$ cat src/sv/tli_pkg.sv
// ----------------------------------------------------------------------------
// tli_pkg
// Shared types and constants for the 1-D piecewise-linear lookup table.
// ----------------------------------------------------------------------------
package tli_pkg;

  localparam int unsigned MAX_POINTS_DEF = 256;
  localparam int unsigned CFG_ADDR_W     = 3;
  localparam int unsigned DIV_STEPS      = 32;
  localparam int unsigned DIV_CNT_W      = $clog2(DIV_STEPS);

  // request actions
  localparam logic ACT_LOAD  = 1'b0;
  localparam logic ACT_QUERY = 1'b1;

  // result status codes
  localparam logic STATUS_OK    = 1'b0;
  localparam logic STATUS_EMPTY = 1'b1;

  // configuration register indexes
  localparam logic REG_POINT_COUNT = 1'b0;

  // controller -> datapath
  typedef struct packed {
    logic wr_en;     // store one table entry
    logic start;     // set up a query
    logic scan;      // advance the table scan
    logic cap_rd;    // take result straight from the entry read
    logic cap_ops;   // capture interpolation operands
    logic mul;       // product into divider
    logic div_step;  // one restoring division step
    logic fin;       // apply the signed quotient to y0
    logic ld_out;    // move result into the output register
  } tli_cmd_t;

  // datapath -> controller
  typedef struct packed {
    logic empty;     // point count is zero
    logic hit;       // entry read is at or above the query
    logic last;      // entry read is the last one in use
    logic first;     // entry read is entry 0
    logic div_last;  // final division step
  } tli_sts_t;

endpackage

$ cat src/sv/tli_ctrl.sv
// ----------------------------------------------------------------------------
// tli_ctrl
// Sequencer for loads, table scan, multiply, divide and result handoff.
// ----------------------------------------------------------------------------
module tli_ctrl (
  input  logic              clk_i,
  input  logic              rst_ni,
  input  logic              req_valid_i,
  input  logic              req_action_i,
  output logic              req_ready_o,
  input  logic              rsp_ready_i,
  output logic              rsp_valid_o,
  output tli_pkg::tli_cmd_t cmd_o,
  input  tli_pkg::tli_sts_t sts_i
);

  typedef enum logic [5:0] {
    ST_IDLE  = 6'b000001,
    ST_SCAN  = 6'b000010,
    ST_MUL   = 6'b000100,
    ST_DIV   = 6'b001000,
    ST_FIN   = 6'b010000,
    ST_WRITE = 6'b100000
  } state_e;

  state_e state_q, state_d;
  logic   out_vld_q, out_vld_d;
  logic   out_free;

  assign out_free = !out_vld_q || rsp_ready_i;

  always_comb begin
    state_d = state_q;
    cmd_o   = '0;
    unique case (state_q)
      ST_IDLE: begin
        if (req_valid_i) begin
          if (req_action_i == tli_pkg::ACT_LOAD) begin
            cmd_o.wr_en = 1'b1;
          end else begin
            cmd_o.start = 1'b1;
            state_d     = sts_i.empty ? ST_WRITE : ST_SCAN;
          end
        end
      end
      ST_SCAN: begin
        cmd_o.scan = 1'b1;
        if (sts_i.hit) begin
          if (sts_i.first) begin
            cmd_o.cap_rd = 1'b1;
            state_d      = ST_WRITE;
          end else begin
            cmd_o.cap_ops = 1'b1;
            state_d       = ST_MUL;
          end
        end else if (sts_i.last) begin
          cmd_o.cap_rd = 1'b1;
          state_d      = ST_WRITE;
        end
      end
      ST_MUL: begin
        cmd_o.mul = 1'b1;
        state_d   = ST_DIV;
      end
      ST_DIV: begin
        cmd_o.div_step = 1'b1;
        if (sts_i.div_last) begin
          state_d = ST_FIN;
        end
      end
      ST_FIN: begin
        cmd_o.fin = 1'b1;
        state_d   = ST_WRITE;
      end
      ST_WRITE: begin
        if (out_free) begin
          cmd_o.ld_out = 1'b1;
          state_d      = ST_IDLE;
        end
      end
      default: begin
        state_d = ST_IDLE;
      end
    endcase
  end

  always_comb begin
    out_vld_d = out_vld_q;
    if (cmd_o.ld_out) begin
      out_vld_d = 1'b1;
    end else if (rsp_ready_i) begin
      out_vld_d = 1'b0;
    end
  end

  always_ff @(posedge clk_i or negedge rst_ni) begin
    if (!rst_ni) begin
      state_q   <= ST_IDLE;
      out_vld_q <= 1'b0;
    end else begin
      state_q   <= state_d;
      out_vld_q <= out_vld_d;
    end
  end

  assign req_ready_o = (state_q == ST_IDLE);
  assign rsp_valid_o = out_vld_q;

endmodule

$ cat config.mk
export PLATFORM = sky130hd
export DESIGN_NAME = tli_ctrl
export DESIGN_NICKNAME = d
export VERILOG_FILES = /design/src/sv/tli_pkg.sv /design/src/sv/tli_ctrl.sv
export SDC_FILE = /design/constraint.sdc
export NUM_CORES = 1
export LEC_CHECK = 0
export BUFFER_PORTS_ARGS = -buffer_cell sky130_fd_sc_hd__buf_2
export CAP_MARGIN = 20
export CORE_AREA = 2 2 39 41
export CTS_BUF_LIST = sky130_fd_sc_hd__clkbuf_4 sky130_fd_sc_hd__clkbuf_8
export DETAILED_ROUTE_END_ITERATION = 8
export DIE_AREA = 0 0 41 43
export PLACE_DENSITY_LB_ADDON = 0.15
export SETUP_SLACK_MARGIN = 0.15
export SLEW_MARGIN = 20
export SYNTH_ARGS = -nofsm -noshare
export SYNTH_HDL_FRONTEND = slang
export SYNTH_SLANG_ARGS = --single-unit
$ cat constraint.sdc
create_clock -name clk_i -period 2.7 [get_ports clk_i]
set_input_delay 0.27 -clock clk_i [delete_from_list [all_inputs] [get_ports clk_i]]
set_output_delay 0.27 -clock clk_i [all_outputs]
set_load 0.005 [all_outputs]
==> out/qor.yml <==
pwr:
  p_per_area_mw_per_mm2: 681
  p_total_mw: 0.410
  peakVddDrop_v: 0.000427
  p_leak_nw: 0.355
final_layout:
  final_util: 0.436
  fin_cells: 88
  final-seq-area_sq_um: 176
  multi_input_comb_area_sq_um: 250
  n_fill_cell: 140
  nets: 83
  area_growth_pct: 33.1
  fin_area_sq_um: 603
  antenna_cells: 0
  drive_gt1_frac: 0.375
floorplan:
  die_w_um: 41
  start_util: 0.327
  rows: 14
  io_pins: 21
  die-area_sq_mm: 0.00176
  design.core.area_sq_mm: 0.00138
  die_y_um: 43
hold_path:
  hold_depth: 2
  min-delay-start: "sts_i[0]"
  hold_class: "input pin to flip-flop"
logic_synthesis:
  synth_edf_count: 0
  ys_seq_area_frac: 0.390
  synth_area_sq_um: 453
  ys_types: 26
  ys_ff_latch: 7
  ys_warn_count: 0
  syn_nets: 58
  syn_inst: 48
  yosys_most_used_dff: "dfrtp_1"
  synth.avg_cell_area_sq_um: 9.44
  async_flop_share: 1.00
critical_path:
  crit_type: "flip-flop to output port"
  reg2reg_from: "state_q[5]$_DFFE_PN0P_"
  crit_fanout: 5
  crit_path_start: "state_q[5]$_DFFE_PN0P_"
  reg2reg_to: "state_q[5]$_DFFE_PN0P_"
  r2r_cells: 4
  endpoint: "cmd_o[8]"
  r2r_slack_ns: 1.10
  timing.critical_path.from_type: "flip-flop"
  cp_data_arrival_time_ns: 1.61
  cp-end-kind: "output port"
  crit_required_ns: 2.43
sta:
  setup_slack_ns: 0.816
  fin_setup_tns_ns: 0
  rsz0062_at_grt: "false"
  setup_violations: 0
  fmax_ghz: 0.531
  clock_skew_ns: 0.00507
  slew-limit-headroom: 0.787
  period_minus_slack_ns: 1.88
  finalCritPeriodShare: 0.698
  hold_violations: 0
  worstMarginPinSlew_ns: 0.317
  maxSlewViolCount: 0
  fin_worst_hold_slack_ns: 0.239
clock_network:
  clk_pin_slew_ns: 0.06
  clkLatencyLatePin_ns: 0.26
  root_buffer: "clkbuf_4"
  htreeDepth: 1
  numCtsBuffers: 3
  cts_tree: "built"
  cts.sinks: 7
  clock_path_buffers: 2
  post_cts_resized: 0
place:
  preCtsSetupSlack_ns: 1.10
  dp_hpwl_um: 795
  io_buffers: 20
  gp_congestion: 0.701
  placed_area_sq_um: 566
  dpl.cell_count: 83
global_route:
  antenna_found_initial: 0
  grt.total_usage: 0.158
  grt_pass1_wl_um: 1770
  grt_max_degree: 10
  grt_pass1_vias: 417
  gr-total-overflow: 0
drt:
  route.vias.total: 437
  vias_per_cell: 4.97
  wl_um: 990
  drtIter0Drc: 8
  ant_nets: 0
  drc: 0
  wl_per_cell_um: 11.3
  dr.pass1.iters: 4
run_status:
  outcome: "finished clean"
job:
  maxCapViolations: 0
-- layout by cell type (no fill, tap or decap) --
master,count
nand3b_1,4
nor3_1,1
clkbuf_4,3
mux2i_1,1
a31o_1,1
and2_1,1
o32a_1,1
nor4_4,1
a21o_1,1
dfrtp_1,6
nor2b_1,4
o31ai_1,1
o32ai_1,1
and3b_1,1
nor2_1,3
nor3b_1,1
dlygate4sd3_1,1
clkinv_2,1
nand2b_1,1
xor2_1,1
nand2_1,4
dfstp_2,1
o21bai_1,1
nand3b_2,1
buf_2,20
nor4_1,3
o221ai_1,1
nand4_1,1
inv_1,5
-- area by class of cell --
class / count / share of cell area
Clock buffer: 3 / 0.0373
Multi-Input combinational cell: 35 / 0.415
Inverter: 5 / 0.0311
Clock inverter: 1 / 0.00830
Tap cell: 16 / 0.0332
Sequential cell: 7 / 0.293
Timing Repair Buffer: 21 / 0.183
-- cell families after synthesis --
kind of cell,after synthesis,share of synthesized area
flip-flops,7,0.390
AO/OA/AOI/OAI,7,0.130
XOR/XNOR,1,0.0193
buffers and inverters,6,0.0580
AND/OR/NAND/NOR,26,0.381
multiplexers,1,0.0221
-- worst min-delay path by stage --
stage                                    to  slack, ns
finish               state_q[3]$_DFFE_PN0P_       0.24
global placement    rsp_valid_o$_DFFE_PN0P_       0.11
detailed placement   state_q[1]$_DFFE_PN0P_       0.11
global route         state_q[3]$_DFFE_PN0P_       0.25
CTS                  state_q[3]$_DFFE_PN0P_       0.24
floorplan           rsp_valid_o$_DFFE_PN0P_      -0.03
-- critical path, stage by stage, from the launching register on --
cell	delay, ns
dfrtp_1	0.43
nor4_4	0.32
nand3b_1	0.22
nor3b_1	0.23
buf_2	0.14
-- where the power goes --
part | internal, mW | switching, mW | total (mW)
clock | 0.0544 | 0.0440 | 0.0984
sequential | 0.131 | 0.0238 | 0.155
combinational | 0.0811 | 0.0760 | 0.157
total | 0.267 | 0.144 | 0.410
-- sequential cells by signal, indices dropped and copies added (netlist names) --
signal / flops
state_q: 6
rsp_valid_o: 1
-- synth_stat cells (all sizes together), types with 3 or more instances --
cell | count | area (sq um)
nand3b | 5 | 41.3
nand2 | 4 | 15.0
nor2b | 4 | 25.0
nor4 | 4 | 40.0
nor2 | 3 | 11.3
inv | 5 | 18.8
dfrtp | 6 | 150
-- timing repair --
action,CTS,global route
setup buffers,0,0
hold endpoints to repair,6,0
hold buffers,1,0
-- layer usage --
metal	wire (um)	vias up	part of all wire	global-route usage
met5	0	-	0	0
met4	50	0	0.051	0.160
met3	68	4	0.069	0.0314
met2	452	19	0.46	0.216
met1	419	193	0.42	0.188
li1	-	221	-	-
Power figures use the tool's default switching activity.
